--- config.mk ---
export PLATFORM = sky130hd
export DESIGN_NAME = clock_time_set_controller
export DESIGN_NICKNAME = d
export VERILOG_FILES = /design/src/design/ctsc_pkg.sv /design/src/design/clock_time_set_controller.sv
export SDC_FILE = /design/constraint.sdc
export NUM_CORES = 1
export LEC_CHECK = 0
export BUFFER_PORTS_ARGS = -buffer_cell sky130_fd_sc_hd__buf_2
export CAP_MARGIN = 20
export CELL_PAD_IN_SITES_DETAIL_PLACEMENT = 1
export CELL_PAD_IN_SITES_GLOBAL_PLACEMENT = 2
export CORE_ASPECT_RATIO = 2
export CORE_MARGIN = 8
export CORE_UTILIZATION = 35
export DETAILED_ROUTE_END_ITERATION = 8
export PLACE_DENSITY = 0.84
export SYNTH_ARGS = -nofsm -noshare
export SYNTH_HDL_FRONTEND = slang
export SYNTH_SLANG_ARGS = --single-unit
--- constraint.sdc ---
create_clock -name clk -period 8.75 [get_ports clk]
set_input_delay 1.75 -clock clk [delete_from_list [all_inputs] [get_ports clk]]
set_output_delay 1.75 -clock clk [all_outputs]
set_load 0.1 [all_outputs]
--- src/design/ctsc_pkg.sv ---
`default_nettype none

package ctsc_pkg;

	// Field widths
	localparam int unsigned SEC_W   = 6;
	localparam int unsigned MIN_W   = 6;
	localparam int unsigned HOUR_W  = 5;
	localparam int unsigned WDAY_W  = 3;
	localparam int unsigned DAY_W   = 5;
	localparam int unsigned MONTH_W = 4;
	localparam int unsigned YEAR_W  = 7;
	localparam int unsigned CUR_W   = 3;
	localparam int unsigned FIELD_W = 7;   // widest time field

	// Input word: time fields, lowest bit first
	localparam int unsigned TIME_BITS = SEC_W + MIN_W + HOUR_W + WDAY_W + DAY_W + MONTH_W + YEAR_W;
	localparam int unsigned S_DATA_W  = ((TIME_BITS + 7) / 8) * 8;
	localparam int unsigned S_USER_W  = 3;

	// Output word: cursor, editing, alarm_mode, ringing, then the time fields
	localparam int unsigned M_BITS    = CUR_W + 3 + TIME_BITS;
	localparam int unsigned M_DATA_W  = ((M_BITS + 7) / 8) * 8;
	localparam int unsigned M_USER_W  = 2;

	typedef enum logic [S_USER_W-1:0] {
		CMD_SELECT   = 3'd0,
		CMD_UP       = 3'd1,
		CMD_DOWN     = 3'd2,
		CMD_ALARM    = 3'd3,
		CMD_SNAPSHOT = 3'd4,
		CMD_ALARM_IRQ = 3'd5
	} cmd_t;

	typedef enum logic [M_USER_W-1:0] {
		COMMIT_NONE  = 2'd0,
		COMMIT_TIME  = 2'd1,
		COMMIT_ALARM = 2'd2
	} commit_t;

	// Cursor positions
	localparam logic [CUR_W-1:0] CUR_OFF   = 3'd0;
	localparam logic [CUR_W-1:0] CUR_SEC   = 3'd1;
	localparam logic [CUR_W-1:0] CUR_MIN   = 3'd2;
	localparam logic [CUR_W-1:0] CUR_HOUR  = 3'd3;
	localparam logic [CUR_W-1:0] CUR_WDAY  = 3'd4;
	localparam logic [CUR_W-1:0] CUR_DAY   = 3'd5;
	localparam logic [CUR_W-1:0] CUR_MONTH = 3'd6;
	localparam logic [CUR_W-1:0] CUR_YEAR  = 3'd7;

	typedef struct packed {
		logic [YEAR_W-1:0]  year;
		logic [MONTH_W-1:0] month;
		logic [DAY_W-1:0]   day;
		logic [WDAY_W-1:0]  weekday;
		logic [HOUR_W-1:0]  hour;
		logic [MIN_W-1:0]   min;
		logic [SEC_W-1:0]   sec;
	} time_t;

	typedef struct packed {
		logic [CUR_W-1:0] cursor;
		logic             editing;
		logic             alarm_mode;
		logic             ringing;
	} status_t;

	// Lower bound of the field under the cursor
	function automatic logic [FIELD_W-1:0] field_min(input logic [CUR_W-1:0] pos);
		logic [FIELD_W-1:0] v;
		unique case (pos)
			CUR_WDAY, CUR_DAY, CUR_MONTH: v = 7'd1;
			default:                      v = 7'd0;
		endcase
		return v;
	endfunction

	// Upper bound of the field under the cursor
	function automatic logic [FIELD_W-1:0] field_max(input logic [CUR_W-1:0] pos);
		logic [FIELD_W-1:0] v;
		unique case (pos)
			CUR_SEC, CUR_MIN: v = 7'd59;
			CUR_HOUR:         v = 7'd23;
			CUR_WDAY:         v = 7'd7;
			CUR_DAY:          v = 7'd31;
			CUR_MONTH:        v = 7'd12;
			CUR_YEAR:         v = 7'd99;
			default:          v = 7'd0;
		endcase
		return v;
	endfunction

endpackage

`default_nettype wire

--- src/design/clock_time_set_controller.sv ---
`default_nettype none

// Clock setting controller. Each input word is one event (tuser: select, up,
// down, alarm key, time snapshot, alarm interrupt) and yields exactly one
// output word with the commit request and the full status and time fields
// after that event. A word moves through an input register and a result
// register, in that order, and the result word is taken from the result
// register when the output side is ready. One word is taken in every cycle
// while the output is not stalled; the update of the cursor, flags and field
// registers sets that rate, and a stalled output holds the input register.
// Reset loads the time 15:34:00, weekday 5, day 20, month 5, year 11, with
// no edit, no alarm mode and no ringing.
module clock_time_set_controller (
	input  wire logic                            clk,
	input  wire logic                            arst_n,
	input  wire logic                            s_tvalid,
	output logic                                 s_tready,
	// sec_in, min_in, hour_in, weekday_in, day_in, month_in, year_in, zero pad
	input  wire logic [ctsc_pkg::S_DATA_W-1:0]   s_tdata,
	// command
	input  wire logic [ctsc_pkg::S_USER_W-1:0]   s_tuser,
	output logic                                 m_tvalid,
	input  wire logic                            m_tready,
	// cursor, editing, alarm_mode, ringing, sec_out, min_out, hour_out,
	// weekday_out, day_out, month_out, year_out, zero pad
	output logic [ctsc_pkg::M_DATA_W-1:0]        m_tdata,
	// commit
	output logic [ctsc_pkg::M_USER_W-1:0]        m_tuser
);
	import ctsc_pkg::*;

	// Input register
	logic                valid_s1;
	time_t               time_s1;
	logic [S_USER_W-1:0] cmd_s1;

	// Controller state
	status_t stat_q, stat_d;
	time_t   time_q, time_d;
	commit_t commit_d;

	// Result register
	logic    valid_s2;
	status_t stat_s2;
	time_t   time_s2;
	commit_t commit_s2;

	logic advance;
	logic is_key;
	logic [CUR_W:0]     sel_sum;
	logic [FIELD_W-1:0] fld_cur, fld_new, fld_lo, fld_hi;

	assign advance  = valid_s1 && (!valid_s2 || m_tready);
	assign s_tready = !valid_s1 || advance;

	// Capture an accepted word
	always_ff @(posedge clk or negedge arst_n) begin
		if (!arst_n) begin
			valid_s1 <= 1'b0;
		end else if (s_tready) begin
			valid_s1 <= s_tvalid;
		end
	end

	always_ff @(posedge clk) begin
		if (s_tvalid && s_tready) begin
			time_s1 <= time_t'(s_tdata[TIME_BITS-1:0]);
			cmd_s1  <= s_tuser;
		end
	end

	// Pick the field under the cursor and wrap it up or down
	always_comb begin
		unique case (stat_q.cursor)
			CUR_SEC:   fld_cur = {1'b0, time_q.sec};
			CUR_MIN:   fld_cur = {1'b0, time_q.min};
			CUR_HOUR:  fld_cur = {2'b0, time_q.hour};
			CUR_WDAY:  fld_cur = {4'b0, time_q.weekday};
			CUR_DAY:   fld_cur = {2'b0, time_q.day};
			CUR_MONTH: fld_cur = {3'b0, time_q.month};
			CUR_YEAR:  fld_cur = time_q.year;
			default:   fld_cur = '0;
		endcase
		fld_lo = field_min(stat_q.cursor);
		fld_hi = field_max(stat_q.cursor);
		if (cmd_s1 == CMD_UP) begin
			fld_new = (fld_cur >= fld_hi) ? fld_lo : fld_cur + 7'd1;
		end else begin
			fld_new = (fld_cur <= fld_lo) ? fld_hi : fld_cur - 7'd1;
		end
	end

	// Next state for one event
	always_comb begin
		stat_d   = stat_q;
		time_d   = time_q;
		commit_d = COMMIT_NONE;
		is_key   = (cmd_s1 == CMD_SELECT) || (cmd_s1 == CMD_UP) ||
		           (cmd_s1 == CMD_DOWN) || (cmd_s1 == CMD_ALARM);
		sel_sum  = {1'b0, stat_q.cursor} + 4'd1;
		if (is_key && stat_q.ringing) begin
			stat_d.ringing = 1'b0;
		end else begin
			case (cmd_s1)
				CMD_SELECT: begin
					stat_d.editing = 1'b1;
					if (stat_q.alarm_mode && sel_sum > {1'b0, CUR_HOUR}) begin
						stat_d.cursor = CUR_SEC;
					end else if (sel_sum[CUR_W]) begin
						stat_d.cursor  = CUR_OFF;
						stat_d.editing = 1'b0;
						commit_d       = COMMIT_TIME;
					end else begin
						stat_d.cursor = sel_sum[CUR_W-1:0];
					end
				end
				CMD_UP, CMD_DOWN: begin
					unique case (stat_q.cursor)
						CUR_SEC:   time_d.sec     = fld_new[SEC_W-1:0];
						CUR_MIN:   time_d.min     = fld_new[MIN_W-1:0];
						CUR_HOUR:  time_d.hour    = fld_new[HOUR_W-1:0];
						CUR_WDAY:  time_d.weekday = fld_new[WDAY_W-1:0];
						CUR_DAY:   time_d.day     = fld_new[DAY_W-1:0];
						CUR_MONTH: time_d.month   = fld_new[MONTH_W-1:0];
						CUR_YEAR:  time_d.year    = fld_new[YEAR_W-1:0];
						default:   time_d         = time_q;
					endcase
				end
				CMD_ALARM: begin
					stat_d.alarm_mode = !stat_q.alarm_mode;
					if (stat_q.alarm_mode) begin
						stat_d.editing = 1'b0;
						stat_d.cursor  = CUR_OFF;
						commit_d       = COMMIT_ALARM;
					end else begin
						time_d.sec  = time_s1.sec;
						time_d.min  = time_s1.min;
						time_d.hour = time_s1.hour;
					end
				end
				CMD_SNAPSHOT: begin
					if (!stat_q.editing && !stat_q.alarm_mode) begin
						time_d = time_s1;
					end
				end
				CMD_ALARM_IRQ: begin
					stat_d.ringing = 1'b1;
				end
				default: begin
					stat_d = stat_q;
				end
			endcase
		end
	end

	// Advance state and result together
	always_ff @(posedge clk or negedge arst_n) begin
		if (!arst_n) begin
			stat_q       <= '0;
			time_q.sec   <= 6'd0;
			time_q.min   <= 6'd34;
			time_q.hour  <= 5'd15;
			time_q.weekday <= 3'd5;
			time_q.day   <= 5'd20;
			time_q.month <= 4'd5;
			time_q.year  <= 7'd11;
			valid_s2     <= 1'b0;
		end else begin
			if (advance) begin
				stat_q <= stat_d;
				time_q <= time_d;
			end
			if (advance) begin
				valid_s2 <= 1'b1;
			end else if (m_tready) begin
				valid_s2 <= 1'b0;
			end
		end
	end

	always_ff @(posedge clk) begin
		if (advance) begin
			stat_s2   <= stat_d;
			time_s2   <= time_d;
			commit_s2 <= commit_d;
		end
	end

	// Drive the output word
	assign m_tvalid = valid_s2;
	assign m_tuser  = commit_s2;
	assign m_tdata  = {{(M_DATA_W - M_BITS){1'b0}}, time_s2,
	                   stat_s2.ringing, stat_s2.alarm_mode, stat_s2.editing, stat_s2.cursor};

	// Cursor is nonzero exactly while a field is being edited
	a_edit_cursor: assert property (@(posedge clk) disable iff (!arst_n)
		stat_q.editing == (stat_q.cursor != CUR_OFF))
		else $error("edit flag and cursor disagree");

	// A commit never comes out while the alarm rings
	a_commit_quiet: assert property (@(posedge clk) disable iff (!arst_n)
		valid_s2 && commit_s2 != COMMIT_NONE |-> !stat_s2.ringing && stat_s2.cursor == CUR_OFF)
		else $error("commit with ringing or open cursor");

	// A stalled input word is kept
	a_s1_hold: assert property (@(posedge clk) disable iff (!arst_n)
		valid_s1 && !advance |=> valid_s1 && $stable(cmd_s1) && $stable(time_s1))
		else $error("input register lost a stalled word");

	// Leaving alarm mode closes the editor
	a_alarm_exit: assert property (@(posedge clk) disable iff (!arst_n)
		$fell(stat_q.alarm_mode) |-> stat_q.cursor == CUR_OFF && !stat_q.editing)
		else $error("alarm exit left the editor open");

endmodule

`default_nettype wire

# == Yosys cells after proc, flatten, opt, wreduce, memory -nomap -nowiden ==
# Index checks and enable logic that the tools add are counted.
# op_classes
addsub,3
mul,0
n_div,0
magnitude_cmp,3
eq_ne,12
shifts,0
mux,34
bitwise_logic,0
reduce_logical,19
# ops
cell,count
36-bit 2-to-1 mux,2
17-bit case mux with 3 select lines,1
7-bit case mux with 7 select lines,1
7-bit case mux with 6 select lines,1
19-bit case mux with 2 select lines,1
7-bit 2-to-1 mux,4
"3-bit == test, second input constant",6
17-bit 2-to-1 mux,1
5-bit 2-to-1 mux,3
"3-bit by 2-bit == test with 1-bit output, second input constant",4
6-bit 2-to-1 mux,2
1-bit 2-to-1 mux,10
3-bit 2-to-1 mux,3
4-bit 2-to-1 mux,2
4-bit case mux with 2 select lines,1
"7-bit by 1-bit adder with 7-bit output, second input constant",1
7-bit greater-or-equal comparator,1
7-bit less-or-equal comparator,1
"7-bit by 1-bit subtractor with 7-bit output, second input constant",1
"3-bit by 1-bit == test with 1-bit output, second input constant",2
1-bit logical AND,5
1-bit logical OR,5
"3-bit by 1-bit adder with 4-bit output, second input constant",1
"4-bit by 2-bit greater-than comparator with 1-bit output, second input constant",1
other kinds (7),11
# word_totals
reg_bits,127
latch_bits,0
ramBits,0
romBits,0
in_bits,47
out_inout_bits,52
memories,0

# == Depth between registers and ports, before layout ==
# Gate-level depths: netlist (run 1).
# depth
depth_word,9
ltp_mapped,16
depth_no_buf,14

# == Worst setup path after synthesis (run 1) ==
# OpenSTA, ideal clock, no wires.
# synth_timing
kind,input -> output
startpoint,input m_tready
endpoint,output s_tready
t_arrival_ps,2572
required_ps,7000
slack_ps,4428
cell_stages,1
n_path_buf,0
path_cell_list,nand3b_1
# synth_between
elab_chain_cells,3
# synth_lines
element,line_no,rtl
from (decl),clock_time_set_controller.sv:23,"input wire logic m_tready,"
1-bit logical OR,clock_time_set_controller.sv:53,assign advance = valid_s1 && (!valid_s2 || m_tready);
1-bit logical AND,clock_time_set_controller.sv:53,
1-bit logical OR,clock_time_set_controller.sv:54,assign s_tready = !valid_s1 || advance;
to (decl),clock_time_set_controller.sv:17,"output logic s_tready,"
# Every way passes these cells.

==> flow_summary.html, run 1 <==
<table>
<tr><th>Metric</th><th>Value</th></tr>
<tr><th colspan="2">Floorplan</th></tr>
<tr><td>Num ports</td><td>99</td></tr>
<tr><td>Chip Height</td><td>211 um</td></tr>
<tr><td>Width of the chip</td><td>114 um</td></tr>
<tr><td>Cell row count</td><td>71</td></tr>
<tr><td>Area of the core</td><td>18700 um^2</td></tr>
<tr><td>Area of the die</td><td>24000 um^2</td></tr>
<tr><td>Effective utilization at floorplan</td><td>35.5%</td></tr>
<tr><th colspan="2">Min path</th></tr>
<tr><td>Worst hold path class</td><td>reg -&gt; reg</td></tr>
<tr><th colspan="2">Power</th></tr>
<tr><td>Overall power of the completed layout</td><td>3.30 mW</td></tr>
<tr><td>Power per Cell Area</td><td>414 nW/um^2</td></tr>
<tr><td>Static leakage</td><td>3.10 nW</td></tr>
<tr><td>Peak ir drop on the vdd network</td><td>0.186 mV</td></tr>
<tr><th colspan="2">STA</th></tr>
<tr><td>RSZ-0062 raised after global routing</td><td>no</td></tr>
<tr><td>Worst clock skew</td><td>0.0102 ns</td></tr>
<tr><td>Final period utilization</td><td>61.0%</td></tr>
<tr><td>Total count of max-transition violations in the final report</td><td>0</td></tr>
<tr><td>Count of endpoints failing setup in the final report</td><td>0</td></tr>
<tr><td>Worst hold margin</td><td>0.497 ns</td></tr>
<tr><td>Hold violation total from the final report</td><td>0</td></tr>
<tr><td>Slew HR</td><td>32.2%</td></tr>
<tr><td>Aggregate negative setup slack</td><td>0 ns</td></tr>
<tr><td>Tightest Pin Transition</td><td>1.02 ns</td></tr>
<tr><td>Maximum achievable frequency</td><td>187 MHz</td></tr>
<tr><td>Period minus WS final</td><td>5.33 ns</td></tr>
<tr><td>Post-route worst setup slack</td><td>3.42 ns</td></tr>
<tr><th colspan="2">Final layout</th></tr>
<tr><td>Fill cell instance count of the final layout</td><td>2103</td></tr>
<tr><td># diodes</td><td>0</td></tr>
<tr><td>Number of non-filler instances in the completed layout</td><td>981</td></tr>
<tr><td>Total Nets Final</td><td>776</td></tr>
<tr><td>Post-route cell area</td><td>7960 um^2</td></tr>
<tr><td>Layout Area Growth over Synthesis</td><td>19.6%</td></tr>
<tr><td>Final core utilization</td><td>42.5%</td></tr>
<tr><td>Layout cells sized above 1</td><td>24.4%</td></tr>
<tr><th colspan="2">Drt</th></tr>
<tr><td>Avg WL per Cell</td><td>24.1 um</td></tr>
<tr><td>Number of iterations in the first detailed-routing pass</td><td>5</td></tr>
<tr><td>Final wirelength</td><td>23.7 mm</td></tr>
<tr><td>Vias per inst</td><td>5.80</td></tr>
<tr><td>Total DRC errors in the routed layout</td><td>0</td></tr>
<tr><td>Vias</td><td>5685</td></tr>
<tr><td>Remaining antenna violation count</td><td>0</td></tr>
<tr><td>DR iter-0 viols</td><td>422</td></tr>
<tr><th colspan="2">Global route</th></tr>
<tr><td>Grt ovf</td><td>0</td></tr>
<tr><td>Number of global-route vias before repair</td><td>6352</td></tr>
<tr><td>First-pass GRT wire length</td><td>36.8 mm</td></tr>
<tr><td>Total global routing track utilization</td><td>20.5%</td></tr>
<tr><td>Largest net degree at the start of global routing</td><td>45</td></tr>
<tr><td>Initial antenna violation count</td><td>0</td></tr>
<tr><th colspan="2">Synthesis</th></tr>
<tr><td>Share of Yosys cell area claimed by the top area cell type</td><td>37.4%</td></tr>
<tr><td>Mapped Cells</td><td>631</td></tr>
<tr><td>Yosys warning count</td><td>0</td></tr>
<tr><td>Count of cell types in the netlist</td><td>73</td></tr>
<tr><td>Main area contributors after synthesis</td><td>edfxtp_1 (37%), dfrtp_1 (11%), dfstp_2 (5.9%), nand2_1 (5.9%), o21ai_0 (3.3%)</td></tr>
<tr><td>Library cell occupying the most area in the post-synthesis netlist</td><td>edfxtp_1</td></tr>
<tr><td>Sequential-to-total area share from yosys stat</td><td>54.2%</td></tr>
<tr><td>Dominant cell by count in the synthesized netlist</td><td>nand2_1</td></tr>
<tr><td>Fraction of registers with async set/reset</td><td>34.6%</td></tr>
<tr><td>Mapped cell area</td><td>6660 um^2</td></tr>
<tr><td>Flip-flop and latch count after synthesis</td><td>127</td></tr>
<tr><td>Top cells by count, synth</td><td>nand2_1 (104), edfxtp_1 (83), o21ai_0 (44), nor2_1 (39), o21ai_1 (37)</td></tr>
<tr><td>Average size of a mapped cell</td><td>10.6 um^2</td></tr>
<tr><td>Most common flop cell mapped by yosys</td><td>edfxtp_1</td></tr>
<tr><td>Number of flops mapped to enable cells by yosys</td><td>83</td></tr>
<tr><th colspan="2">Clocking</th></tr>
<tr><td>Buffer depth of the longest clock path</td><td>2</td></tr>
<tr><td>Clock tree from TritonCTS</td><td>done</td></tr>
<tr><td>Count of H-tree levels built during CTS</td><td>4</td></tr>
<tr><td>Post_cts resized</td><td>0</td></tr>
<tr><td>Sink Count</td><td>127</td></tr>
<tr><td>CTS clk-pin slew, worst paths</td><td>0.06 ns</td></tr>
<tr><td>Clock latency on the worst-skew pair</td><td>0.43 ns</td></tr>
<tr><td># Post-CTS Setup Buffers</td><td>0</td></tr>
<tr><td>Root Driver</td><td>clkbuf_16</td></tr>
<tr><td>TritonCTS buffer count</td><td>17</td></tr>
<tr><td>CTS Hold Bufs</td><td>0</td></tr>
<tr><th colspan="2">Critical path</th></tr>
<tr><td>Kind of launch point of the worst setup path</td><td>flip-flop</td></tr>
<tr><td>Max Fanout on Critical Path</td><td>16</td></tr>
<tr><td>Arrival @ worst endpoint</td><td>5.55 ns</td></tr>
<tr><td>Required time worst endpoint</td><td>8.96 ns</td></tr>
<tr><td>CP endpoint kind</td><td>flip-flop</td></tr>
<tr><td>Worst Path Class, Setup</td><td>reg -&gt; reg</td></tr>
<tr><th colspan="2">Placed design</th></tr>
<tr><td>Final Wtd Congestion</td><td>0.887</td></tr>
<tr><td>Placed cells</td><td>949</td></tr>
<tr><td>Pre-CTS setup slack</td><td>3.48 ns</td></tr>
<tr><td>HPWL Detailed</td><td>17.4 mm</td></tr>
<tr><td>Cell area after placement</td><td>7320 um^2</td></tr>
<tr><td>Number of input and output port buffers inserted</td><td>88</td></tr>
<tr><th colspan="2">Flow run</th></tr>
<tr><td>Max capacitance violation total</td><td>0</td></tr>
<tr><th colspan="2">Status</th></tr>
<tr><td>Run status</td><td>finished, final reports clean</td></tr>
</table>
## metal layers
| metal | routed length [um] | global-route usage, % |
|---|---|---|
| met1 | 8290 | 20.2 |
| met2 | 13100 | 37.8 |
| met3 | 1090 | 3.89 |
| met4 | 1240 | 13.3 |
| met5 | 0 | 0 |
## cells by family (layout without fill, tap and decap cells)
group	count (synthesis)	after routing	share of synthesized area [%]
xor+xnor	5	5	0.657
compound gates	220	220	23.2
mux	8	8	1.52
simple gates	203	203	13.7
other cells	1	6	0.0563
buf+inv	51	141	3.61
flops	127	127	54.2
fa+ha+maj	16	16	3.01
## path summary, 6_finish.rpt
check                                             from                      to  slack [ns]  depth (start not counted)
worst min-delay path            time_q[27]$_DFFE_PN1P_  time_q[27]$_DFFE_PN1P_        0.50                          2
min in group asynchronous                       arst_n    m_tvalid$_DFFE_PN0P_        1.42                          2
max in group asynchronous                       arst_n  time_q[33]$_DFFE_PN0P_        6.87                          2
worst min register to register  time_q[27]$_DFFE_PN1P_  time_q[27]$_DFFE_PN1P_        0.50                          2
worst max-delay path             stat_q[4]$_DFFE_PN0P_   m_tdata[34]$_DFFE_PP_        3.42                         14
worst max register to register   stat_q[4]$_DFFE_PN0P_   m_tdata[34]$_DFFE_PP_        3.42                         14
## worst max-delay path, stage by stage, from the launching register on
cell      delay (ns)
dfrtp_1         0.54
inv_1           0.16
ha_1            0.44
a221oi_1        0.47
a21oi_1         0.11
o21ai_1         0.44
ha_1            0.33
nand2b_1        0.14
a21o_1          0.17
a21oi_1         0.28
o31ai_1         0.19
or3_1           0.46
o22ai_1         0.55
nand2_1         0.41
o311ai_1        0.43
## layout by cell type, fill, tap and decap left out, types with 12 or more instances in the layout
| cell | n |
|---|---|
| nand2_1 | 104 |
| nor2_1 | 38 |
| o21ai_1 | 37 |
| a222oi_1 | 17 |
| ha_1 | 16 |
| a21oi_1 | 28 |
| edfxtp_1 | 83 |
| dfstp_2 | 15 |
| buf_2 | 88 |
| dfrtp_1 | 29 |
| o21ai_0 | 44 |
| clkbuf_16 | 17 |
| a22o_1 | 12 |
## area by class of cell
class	instances	area (um^2)	area share, %
timing repair buffer	98	515	6.47
sequential	127	3610	45.4
clock inverter	13	210	2.64
inverter	11	41.3	0.518
multi-input combinational	458	2830	35.6
tap	255	319	4.01
clock buffer	19	433	5.44
## state kept, by name, indices dropped and copies added, names as in the netlist
register / count
stat_q: 6
m_tvalid: 1
m_tdata: 42
time_s1: 36
cmd_s1: 3
valid_s1: 1
m_tuser: 2
time_q: 36
## where the power goes
group	internal [mW]	leakage [nW]	switching, mW
clock network	0.507	0.310	0.276
registers	0.836	1.34	0.140
logic	0.407	1.44	1.13
No activity file was read; power rests on OpenSTA's default activity.
==> inputs of run 2 (changes only) <==
CORE_UTILIZATION = 33   (was 35)
clock period = 4.7 ns   (was 8.75 ns; I/O delays follow)
==> run 2 against run 1 <==
Sequential cell count unchanged. Global-route usage fell by 0.16 points. Core utilization shrank 1.1 points. Clock skew decreased by 0.0010 ns. Sequential share of layout area fell by 1.3 points. Setup slack worse by 3.2 ns. Maximum frequency grew 20%. Final cell count is 4.1% higher. Clock power is 70% higher. Largest cell class unchanged.
==> flow_summary.html, run 2 (synthesized netlist as in run 1, its figures left out) <==
<table>
<tr><th>Metric</th><th>Value</th></tr>
<tr><th colspan="2">Power</th></tr>
<tr><td>Peak ir drop on the vdd network</td><td>0.304 mV</td></tr>
<tr><td>Cell internal power dissipation</td><td>3.36 mW</td></tr>
<tr><td>Reg power frac</td><td>28.7%</td></tr>
<tr><td>Power per Cell Area</td><td>773 nW/um^2</td></tr>
<tr><td>Relative contribution of combinational cells to total power</td><td>50.4%</td></tr>
<tr><td>Net switching fraction of the power</td><td>47.1%</td></tr>
<tr><td>Static leakage</td><td>3.23 nW</td></tr>
<tr><td>Power dissipated by switching net loads</td><td>2.99 mW</td></tr>
<tr><td>Share of power burned in the clock network</td><td>20.9%</td></tr>
<tr><th colspan="2">Global route</th></tr>
<tr><td>Grt ovf</td><td>0</td></tr>
<tr><td>Initial antenna violation count</td><td>0</td></tr>
<tr><td>Total global routing track utilization</td><td>20.3%</td></tr>
<tr><td>Number of global-route vias before repair</td><td>6548</td></tr>
<tr><td>First-pass GRT wire length</td><td>37.7 mm</td></tr>
<tr><td>Largest net degree at the start of global routing</td><td>45</td></tr>
<tr><th colspan="2">Placed design</th></tr>
<tr><td>Final Wtd Congestion</td><td>0.898</td></tr>
<tr><td>Pre-CTS setup slack</td><td>0.296 ns</td></tr>
<tr><td>HPWL Detailed</td><td>18.7 mm</td></tr>
<tr><td>Number of input and output port buffers inserted</td><td>88</td></tr>
<tr><th colspan="2">Floorplan</th></tr>
<tr><td>Area of the core</td><td>19800 um^2</td></tr>
<tr><td>Effective utilization at floorplan</td><td>33.6%</td></tr>
<tr><td>Num ports</td><td>99</td></tr>
<tr><td>Area of the die</td><td>25300 um^2</td></tr>
<tr><td>Cell row count</td><td>73</td></tr>
<tr><td>Chip Height</td><td>217 um</td></tr>
<tr><td>Width of the chip</td><td>116 um</td></tr>
<tr><th colspan="2">STA</th></tr>
<tr><td>Total count of max-transition violations in the final report</td><td>0</td></tr>
<tr><td>Post-route worst setup slack</td><td>0.249 ns</td></tr>
<tr><td>Maximum achievable frequency</td><td>225 MHz</td></tr>
<tr><td>Aggregate negative setup slack</td><td>0 ns</td></tr>
<tr><td>Tightest Pin Transition</td><td>1.03 ns</td></tr>
<tr><td>Count of endpoints failing setup in the final report</td><td>0</td></tr>
<tr><td>Hold violation total from the final report</td><td>0</td></tr>
<tr><td>Worst clock skew</td><td>0.00913 ns</td></tr>
<tr><td>RSZ-0062 raised after global routing</td><td>no</td></tr>
<tr><td>Final period utilization</td><td>94.7%</td></tr>
<tr><td>Slew HR</td><td>30.8%</td></tr>
<tr><td>Period minus WS final</td><td>4.45 ns</td></tr>
<tr><th colspan="2">Final layout</th></tr>
<tr><td>Commonest non-fill, non-tap cell in the layout</td><td>nand2_1</td></tr>
<tr><td>Flip-flop count of the largest register after layout</td><td>42</td></tr>
<tr><td>Final core utilization</td><td>41.4%</td></tr>
<tr><td>Layout cells sized above 1</td><td>27.4%</td></tr>
<tr><td>Layout Area Growth over Synthesis</td><td>23.1%</td></tr>
<tr><td>Most used cells in the layout excluding fill and tap cells</td><td>nand2_1 (104), buf_2 (88), edfxtp_1 (83)</td></tr>
<tr><td>Total Nets Final</td><td>809</td></tr>
<tr><td># diodes</td><td>0</td></tr>
<tr><th colspan="2">Critical path</th></tr>
<tr><td>Worst Path Class, Setup</td><td>reg -&gt; reg</td></tr>
<tr><td>Flop-to-flop setup slack</td><td>0.25 ns</td></tr>
<tr><td>Worst R2R End</td><td>m_tdata[9]$_DFFE_PP_</td></tr>
<tr><td>Kind of launch point of the worst setup path</td><td>flip-flop</td></tr>
<tr><td>CP endpoint kind</td><td>flip-flop</td></tr>
<tr><td>Arrival @ worst endpoint</td><td>4.66 ns</td></tr>
<tr><td>Worst reg-to-reg path cell count</td><td>18</td></tr>
<tr><td>Reg2Reg Launch Point</td><td>stat_q[4]$_DFFE_PN0P_</td></tr>
<tr><td>Max Fanout on Critical Path</td><td>6</td></tr>
<tr><td>Required time worst endpoint</td><td>4.91 ns</td></tr>
<tr><th colspan="2">Drt</th></tr>
<tr><td>Routed met2 length</td><td>13.6 mm</td></tr>
<tr><td>Detailed-routed wire length on met3</td><td>1.07 mm</td></tr>
<tr><td>Vias per inst</td><td>5.71</td></tr>
<tr><td>Top routing layer used</td><td>met4</td></tr>
<tr><td>Final wirelength</td><td>24.7 mm</td></tr>
<tr><td>Total DRC errors in the routed layout</td><td>0</td></tr>
<tr><td>DR iter-0 viols</td><td>385</td></tr>
<tr><td>Number of iterations in the first detailed-routing pass</td><td>6</td></tr>
<tr><td>Remaining antenna violation count</td><td>0</td></tr>
<tr><td>Avg WL per Cell</td><td>24.2 um</td></tr>
<tr><td>Vias</td><td>5831</td></tr>
<tr><td>Met1 wire length</td><td>8.36 mm</td></tr>
<tr><th colspan="2">Clocking</th></tr>
<tr><td>Buffer depth of the longest clock path</td><td>2</td></tr>
<tr><td>Sink Count</td><td>127</td></tr>
<tr><td>Clock latency on the worst-skew pair</td><td>0.43 ns</td></tr>
<tr><td>CTS clk-pin slew, worst paths</td><td>0.06 ns</td></tr>
<tr><td>Count of H-tree levels built during CTS</td><td>4</td></tr>
<tr><td>Root Driver</td><td>clkbuf_16</td></tr>
<tr><td>CTS Hold Bufs</td><td>0</td></tr>
<tr><td># Post-CTS Setup Buffers</td><td>0</td></tr>
<tr><td>Post_cts resized</td><td>0</td></tr>
<tr><td>Clock tree from TritonCTS</td><td>done</td></tr>
<tr><td>TritonCTS buffer count</td><td>17</td></tr>
<tr><th colspan="2">Min path</th></tr>
<tr><td>Worst hold path class</td><td>reg -&gt; reg</td></tr>
<tr><td>Hold worst-path end</td><td>time_q[32]$_DFFE_PN1P_</td></tr>
<tr><td>Launch instance of the worst min-delay path</td><td>time_q[32]$_DFFE_PN1P_</td></tr>
<tr><td>Number of cells on the worst hold path</td><td>2</td></tr>
<tr><th colspan="2">Status</th></tr>
<tr><td>Run status</td><td>finished, final reports clean</td></tr>
<tr><th colspan="2">Flow run</th></tr>
<tr><td>Max capacitance violation total</td><td>0</td></tr>
</table>
run 2: cell types whose count changed in the layout (fill, tap and decap cells not counted), sizes merged:
cell      delta
clkinv       -2
bufinv       -3
inv          +1
buf         +33
clkbuf       +2
clkinvlp     +2
run 2: layout make-up:
type | instances | area, um^2
multi-input combinational | 458 | 2830
sequential | 127 | 3610
clock buffer | 21 | 460
fill | 2246 | 11600
clock inverter | 11 | 130
inverter | 11 | 41.3
timing repair buffer | 131 | 801
tap | 262 | 328
run 2: metrics by stage:
step / total power, mW / std cells / hold WS, ns / cell area (um^2)
after floorplan: 3.86 / 636 / 0.457 / 6680
after global placement: 4.94 / 989 / 0.470 / 7610
after detailed placement: 5.00 / 989 / 0.499 / 7610
after CTS: 6.36 / 1021 / 0.508 / 8200
after global routing: 6.63 / 1021 / 0.526 / 8200
final: 6.34 / 1021 / 0.508 / 8200
run 2: worst max-delay path by stage:
stage,start,end,slack [ns],cells after the start
global placement,stat_q[4]$_DFFE_PN0P_,m_tdata[9]$_DFFE_PP_,0.34,18
global route,stat_q[4]$_DFFE_PN0P_,m_tdata[9]$_DFFE_PP_,0.04,18
CTS,stat_q[4]$_DFFE_PN0P_,m_tdata[9]$_DFFE_PP_,0.26,18
finish,stat_q[4]$_DFFE_PN0P_,m_tdata[9]$_DFFE_PP_,0.25,18
detailed placement,stat_q[4]$_DFFE_PN0P_,m_tdata[9]$_DFFE_PP_,0.30,18
floorplan,stat_q[4]$_DFFE_PN0P_,m_tdata[34]$_DFFE_PP_,0.62,16
run 2: routing by layer:
| metal | track usage (%) | up-vias |
|---|---|---|
| met3 | 4.33 | 91 |
| met2 | 37.1 | 232 |
| met5 | 0 | - |
| met1 | 19.1 | 2891 |
| li1 | - | 2617 |
| met4 | 15.1 | 0 |
run 2: power by group through the flow:
stage	Combinational, mW	Clock, mW	Sequential [mW]
finish	3.20	1.33	1.82
global route	3.40	1.39	1.84
CTS	3.19	1.35	1.81
detailed placement	3.18	0	1.83
global placement	3.14	0	1.81
floorplan	1.52	0	2.35
run 2: worst max-delay path, cell delays in order, from the launching register on:
cell	delay, ns
dfrtp_1	0.46
inv_1	0.15
ha_1	0.26
a222oi_1	0.35
buf_4	0.17
a21oi_1	0.08
o21ai_1	0.27
buf_4	0.18
ha_1	0.21
nand2b_1	0.14
a21o_1	0.18
a21oi_1	0.14
buf_4	0.15
a2111oi_4	0.07
or3_1	0.41
o22ai_1	0.33
nand2_1	0.19
buf_4	0.18
o31ai_1	0.32
==> inputs of run 3 (changes only) <==
BUFFER_PORTS_ARGS = -buffer_cell sky130_fd_sc_hd__buf_4   (was -buffer_cell sky130_fd_sc_hd__buf_2)
CORE_ASPECT_RATIO = 1.25   (was 2)
==> run 3 against run 2 <==
Hold slack lost 0.012 ns. Highest routed layer unchanged. Critical endpoint is now m_tdata[30]$_DFFE_PP_. Power shrank 1.4%. Register-to-register slack barely moved. Via count fell by 2.5%. Clock-buffer cell count unchanged. Final cell count down 0.78%. Combinational power shrank 5%. Sequential power is essentially flat. Cell area grew 1.4%. Die area fell by 0.98%. Critical path depth stayed put.
==> flow_summary.html, run 3 (synthesized netlist as in run 1, its figures left out) <==
<table>
<tr><th>Metric</th><th>Value</th></tr>
<tr><th colspan="2">Status</th></tr>
<tr><td>Run status</td><td>finished, final reports clean</td></tr>
<tr><th colspan="2">Drt</th></tr>
<tr><td>Final wirelength</td><td>23.2 mm</td></tr>
<tr><td>Number of iterations in the first detailed-routing pass</td><td>5</td></tr>
<tr><td>Vias</td><td>5683</td></tr>
<tr><td>Avg WL per Cell</td><td>22.9 um</td></tr>
<tr><td>DR iter-0 viols</td><td>457</td></tr>
<tr><td>Vias per inst</td><td>5.61</td></tr>
<tr><td>Total DRC errors in the routed layout</td><td>0</td></tr>
<tr><td>Remaining antenna violation count</td><td>0</td></tr>
<tr><th colspan="2">Global route</th></tr>
<tr><td>Largest net degree at the start of global routing</td><td>45</td></tr>
<tr><td>Initial antenna violation count</td><td>0</td></tr>
<tr><td>First-pass GRT wire length</td><td>36.0 mm</td></tr>
<tr><td>Number of global-route vias before repair</td><td>6271</td></tr>
<tr><td>Grt ovf</td><td>0</td></tr>
<tr><td>Total global routing track utilization</td><td>19.0%</td></tr>
<tr><th colspan="2">Power</th></tr>
<tr><td>Peak ir drop on the vdd network</td><td>0.292 mV</td></tr>
<tr><td>Overall power of the completed layout</td><td>6.25 mW</td></tr>
<tr><td>Static leakage</td><td>3.24 nW</td></tr>
<tr><td>Power per Cell Area</td><td>752 nW/um^2</td></tr>
<tr><th colspan="2">Critical path</th></tr>
<tr><td>Slowest stage cell on the critical path</td><td>dfrtp_1</td></tr>
<tr><td>Max Fanout on Critical Path</td><td>9</td></tr>
<tr><td>Required time worst endpoint</td><td>4.87 ns</td></tr>
<tr><td>Crit-path most repeated cell</td><td>buf_4</td></tr>
<tr><td>Total buffers and inverters traversed by the critical path</td><td>6</td></tr>
<tr><td>CP endpoint kind</td><td>flip-flop</td></tr>
<tr><td>Arrival @ worst endpoint</td><td>4.63 ns</td></tr>
<tr><td>Top Family by Delay on Critical Path</td><td>compound AO/OA/AOI/OAI gates</td></tr>
<tr><td>Critical path's largest stage delay</td><td>0.54 ns</td></tr>
<tr><td>Kind of launch point of the worst setup path</td><td>flip-flop</td></tr>
<tr><td>Worst Path Class, Setup</td><td>reg -&gt; reg</td></tr>
<tr><td>Chain of cells forming the critical path</td><td>inv_1 -&gt; buf_4 -&gt; ha_1 -&gt; and2_4 -&gt; a222oi_1 -&gt; a31o_1 -&gt; inv_1 -&gt; ha_1 -&gt; a21o_1 -&gt; a21oi_1 -&gt; buf_4 -&gt; a2111oi_4 -&gt; or3_1 -&gt; buf_4 -&gt; o2bb2ai_2 -&gt; buf_12 -&gt; a222oi_1 -&gt; o21ai_0</td></tr>
<tr><th colspan="2">STA</th></tr>
<tr><td>Slew HR</td><td>35.0%</td></tr>
<tr><td>Final period utilization</td><td>94.9%</td></tr>
<tr><td>Hold violation total from the final report</td><td>0</td></tr>
<tr><td>Worst clock skew</td><td>0.0203 ns</td></tr>
<tr><td>Period minus WS final</td><td>4.46 ns</td></tr>
<tr><td>RSZ-0062 raised after global routing</td><td>no</td></tr>
<tr><td>Aggregate negative setup slack</td><td>0 ns</td></tr>
<tr><td>Total count of max-transition violations in the final report</td><td>0</td></tr>
<tr><td>Count of endpoints failing setup in the final report</td><td>0</td></tr>
<tr><td>Tightest Pin Transition</td><td>0.974 ns</td></tr>
<tr><td>Maximum achievable frequency</td><td>224 MHz</td></tr>
<tr><th colspan="2">Placed design</th></tr>
<tr><td>Cell area after placement</td><td>7690 um^2</td></tr>
<tr><td>Number of input and output port buffers inserted</td><td>88</td></tr>
<tr><td>HPWL Detailed</td><td>17.0 mm</td></tr>
<tr><td>Final Wtd Congestion</td><td>0.875</td></tr>
<tr><th colspan="2">Clocking</th></tr>
<tr><td>Clock tree from TritonCTS</td><td>done</td></tr>
<tr><td>Post_cts resized</td><td>0</td></tr>
<tr><td>CTS clk-pin slew, worst paths</td><td>0.06 ns</td></tr>
<tr><td>Clock latency on the worst-skew pair</td><td>0.44 ns</td></tr>
<tr><td># Post-CTS Setup Buffers</td><td>0</td></tr>
<tr><td>Sink Count</td><td>127</td></tr>
<tr><td>Count of H-tree levels built during CTS</td><td>4</td></tr>
<tr><td>Root Driver</td><td>clkbuf_16</td></tr>
<tr><td>Buffer depth of the longest clock path</td><td>2</td></tr>
<tr><td>TritonCTS buffer count</td><td>17</td></tr>
<tr><td>CTS Hold Bufs</td><td>0</td></tr>
<tr><th colspan="2">Final layout</th></tr>
<tr><td>Layout Area Growth over Synthesis</td><td>24.8%</td></tr>
<tr><td>Layout cells sized above 1</td><td>26.0%</td></tr>
<tr><td># diodes</td><td>0</td></tr>
<tr><td>Commonest non-fill, non-tap cell in the layout</td><td>buf_4</td></tr>
<tr><td>Most used cells in the layout excluding fill and tap cells</td><td>buf_4 (114), nand2_1 (104), edfxtp_1 (83)</td></tr>
<tr><td>Final core utilization</td><td>41.6%</td></tr>
<tr><td>Flip-flop count of the largest register after layout</td><td>42</td></tr>
<tr><td>Fill cell instance count of the final layout</td><td>2244</td></tr>
<tr><td>Total Nets Final</td><td>793</td></tr>
<tr><td>Post-route cell area</td><td>8310 um^2</td></tr>
<tr><th colspan="2">Floorplan</th></tr>
<tr><td>Num ports</td><td>99</td></tr>
<tr><td>Area of the die</td><td>25000 um^2</td></tr>
<tr><td>Chip Height</td><td>175 um</td></tr>
<tr><td>Area of the core</td><td>20000 um^2</td></tr>
<tr><td>Width of the chip</td><td>143 um</td></tr>
<tr><td>Cell row count</td><td>58</td></tr>
<tr><td>Effective utilization at floorplan</td><td>33.4%</td></tr>
<tr><th colspan="2">Min path</th></tr>
<tr><td>Worst hold path class</td><td>reg -&gt; reg</td></tr>
<tr><th colspan="2">Flow run</th></tr>
<tr><td>Max capacitance violation total</td><td>0</td></tr>
</table>
==> run 3: area by class of cell <==
class	count	area, um^2	share of cell area [%]
Timing Repair Buffer	115	876	10.5
Inverter	11	41.3	0.497
Clock inverter	11	156	1.88
Tap cell	270	338	4.06
Sequential cell	127	3610	43.5
Clock buffer	21	460	5.54
Multi-Input combinational cell	458	2830	34.0
==> run 3: per-stage QoR <==
step | hold WS, ns | std cells | worst slack [ns]
floorplan | 0.457 | 636 | 0.620
detailed placement | 0.486 | 981 | 0.298
finish | 0.496 | 1013 | 0.240
CTS | 0.496 | 1013 | 0.276
global placement | 0.474 | 981 | 0.425
global route | 0.516 | 1013 | 0.0453
==> run 3: final timing paths <==
check / start / to / slack [ns] / depth (start not counted)
max: stat_q[4]$_DFFE_PN0P_ / m_tdata[30]$_DFFE_PP_ / 0.24 / 18
min: time_q[27]$_DFFE_PN1P_ / time_q[27]$_DFFE_PN1P_ / 0.50 / 2
max reg2reg: stat_q[4]$_DFFE_PN0P_ / m_tdata[30]$_DFFE_PP_ / 0.24 / 18
min reg2reg: time_q[27]$_DFFE_PN1P_ / time_q[27]$_DFFE_PN1P_ / 0.50 / 2
max in group asynchronous: arst_n / time_q[34]$_DFFE_PN0P_ / 3.70 / 1
min in group asynchronous: arst_n / time_q[4]$_DFFE_PN0P_ / 0.54 / 1
==> run 3: worst min-delay path: cells and delay by family (launching register included) <==
kind            cells  cell delay [ns]
compound gates      1             0.05
flops               1             0.39
simple gates        1             0.05
==> run 3: routing by layer <==
| metal | global-route usage [%] | part of all wire (%) | vias up | wire length (um) |
|---|---|---|---|---|
| met5 | 0 | 0 | - | 0 |
| met4 | 9.90 | 2.9 | 0 | 675 |
| met3 | 4.01 | 5.3 | 40 | 1230 |
| met2 | 33.7 | 53 | 194 | 12400 |
| met1 | 20.8 | 38 | 2861 | 8940 |
| li1 | - | - | 2588 | - |
==> run 3: power breakdown <==
part	internal [mW]	switching (mW)	total, mW
Clock	0.868	0.521	1.39
Combinational	0.944	2.10	3.04
Sequential	1.56	0.264	1.82
Total	3.37	2.88	6.25
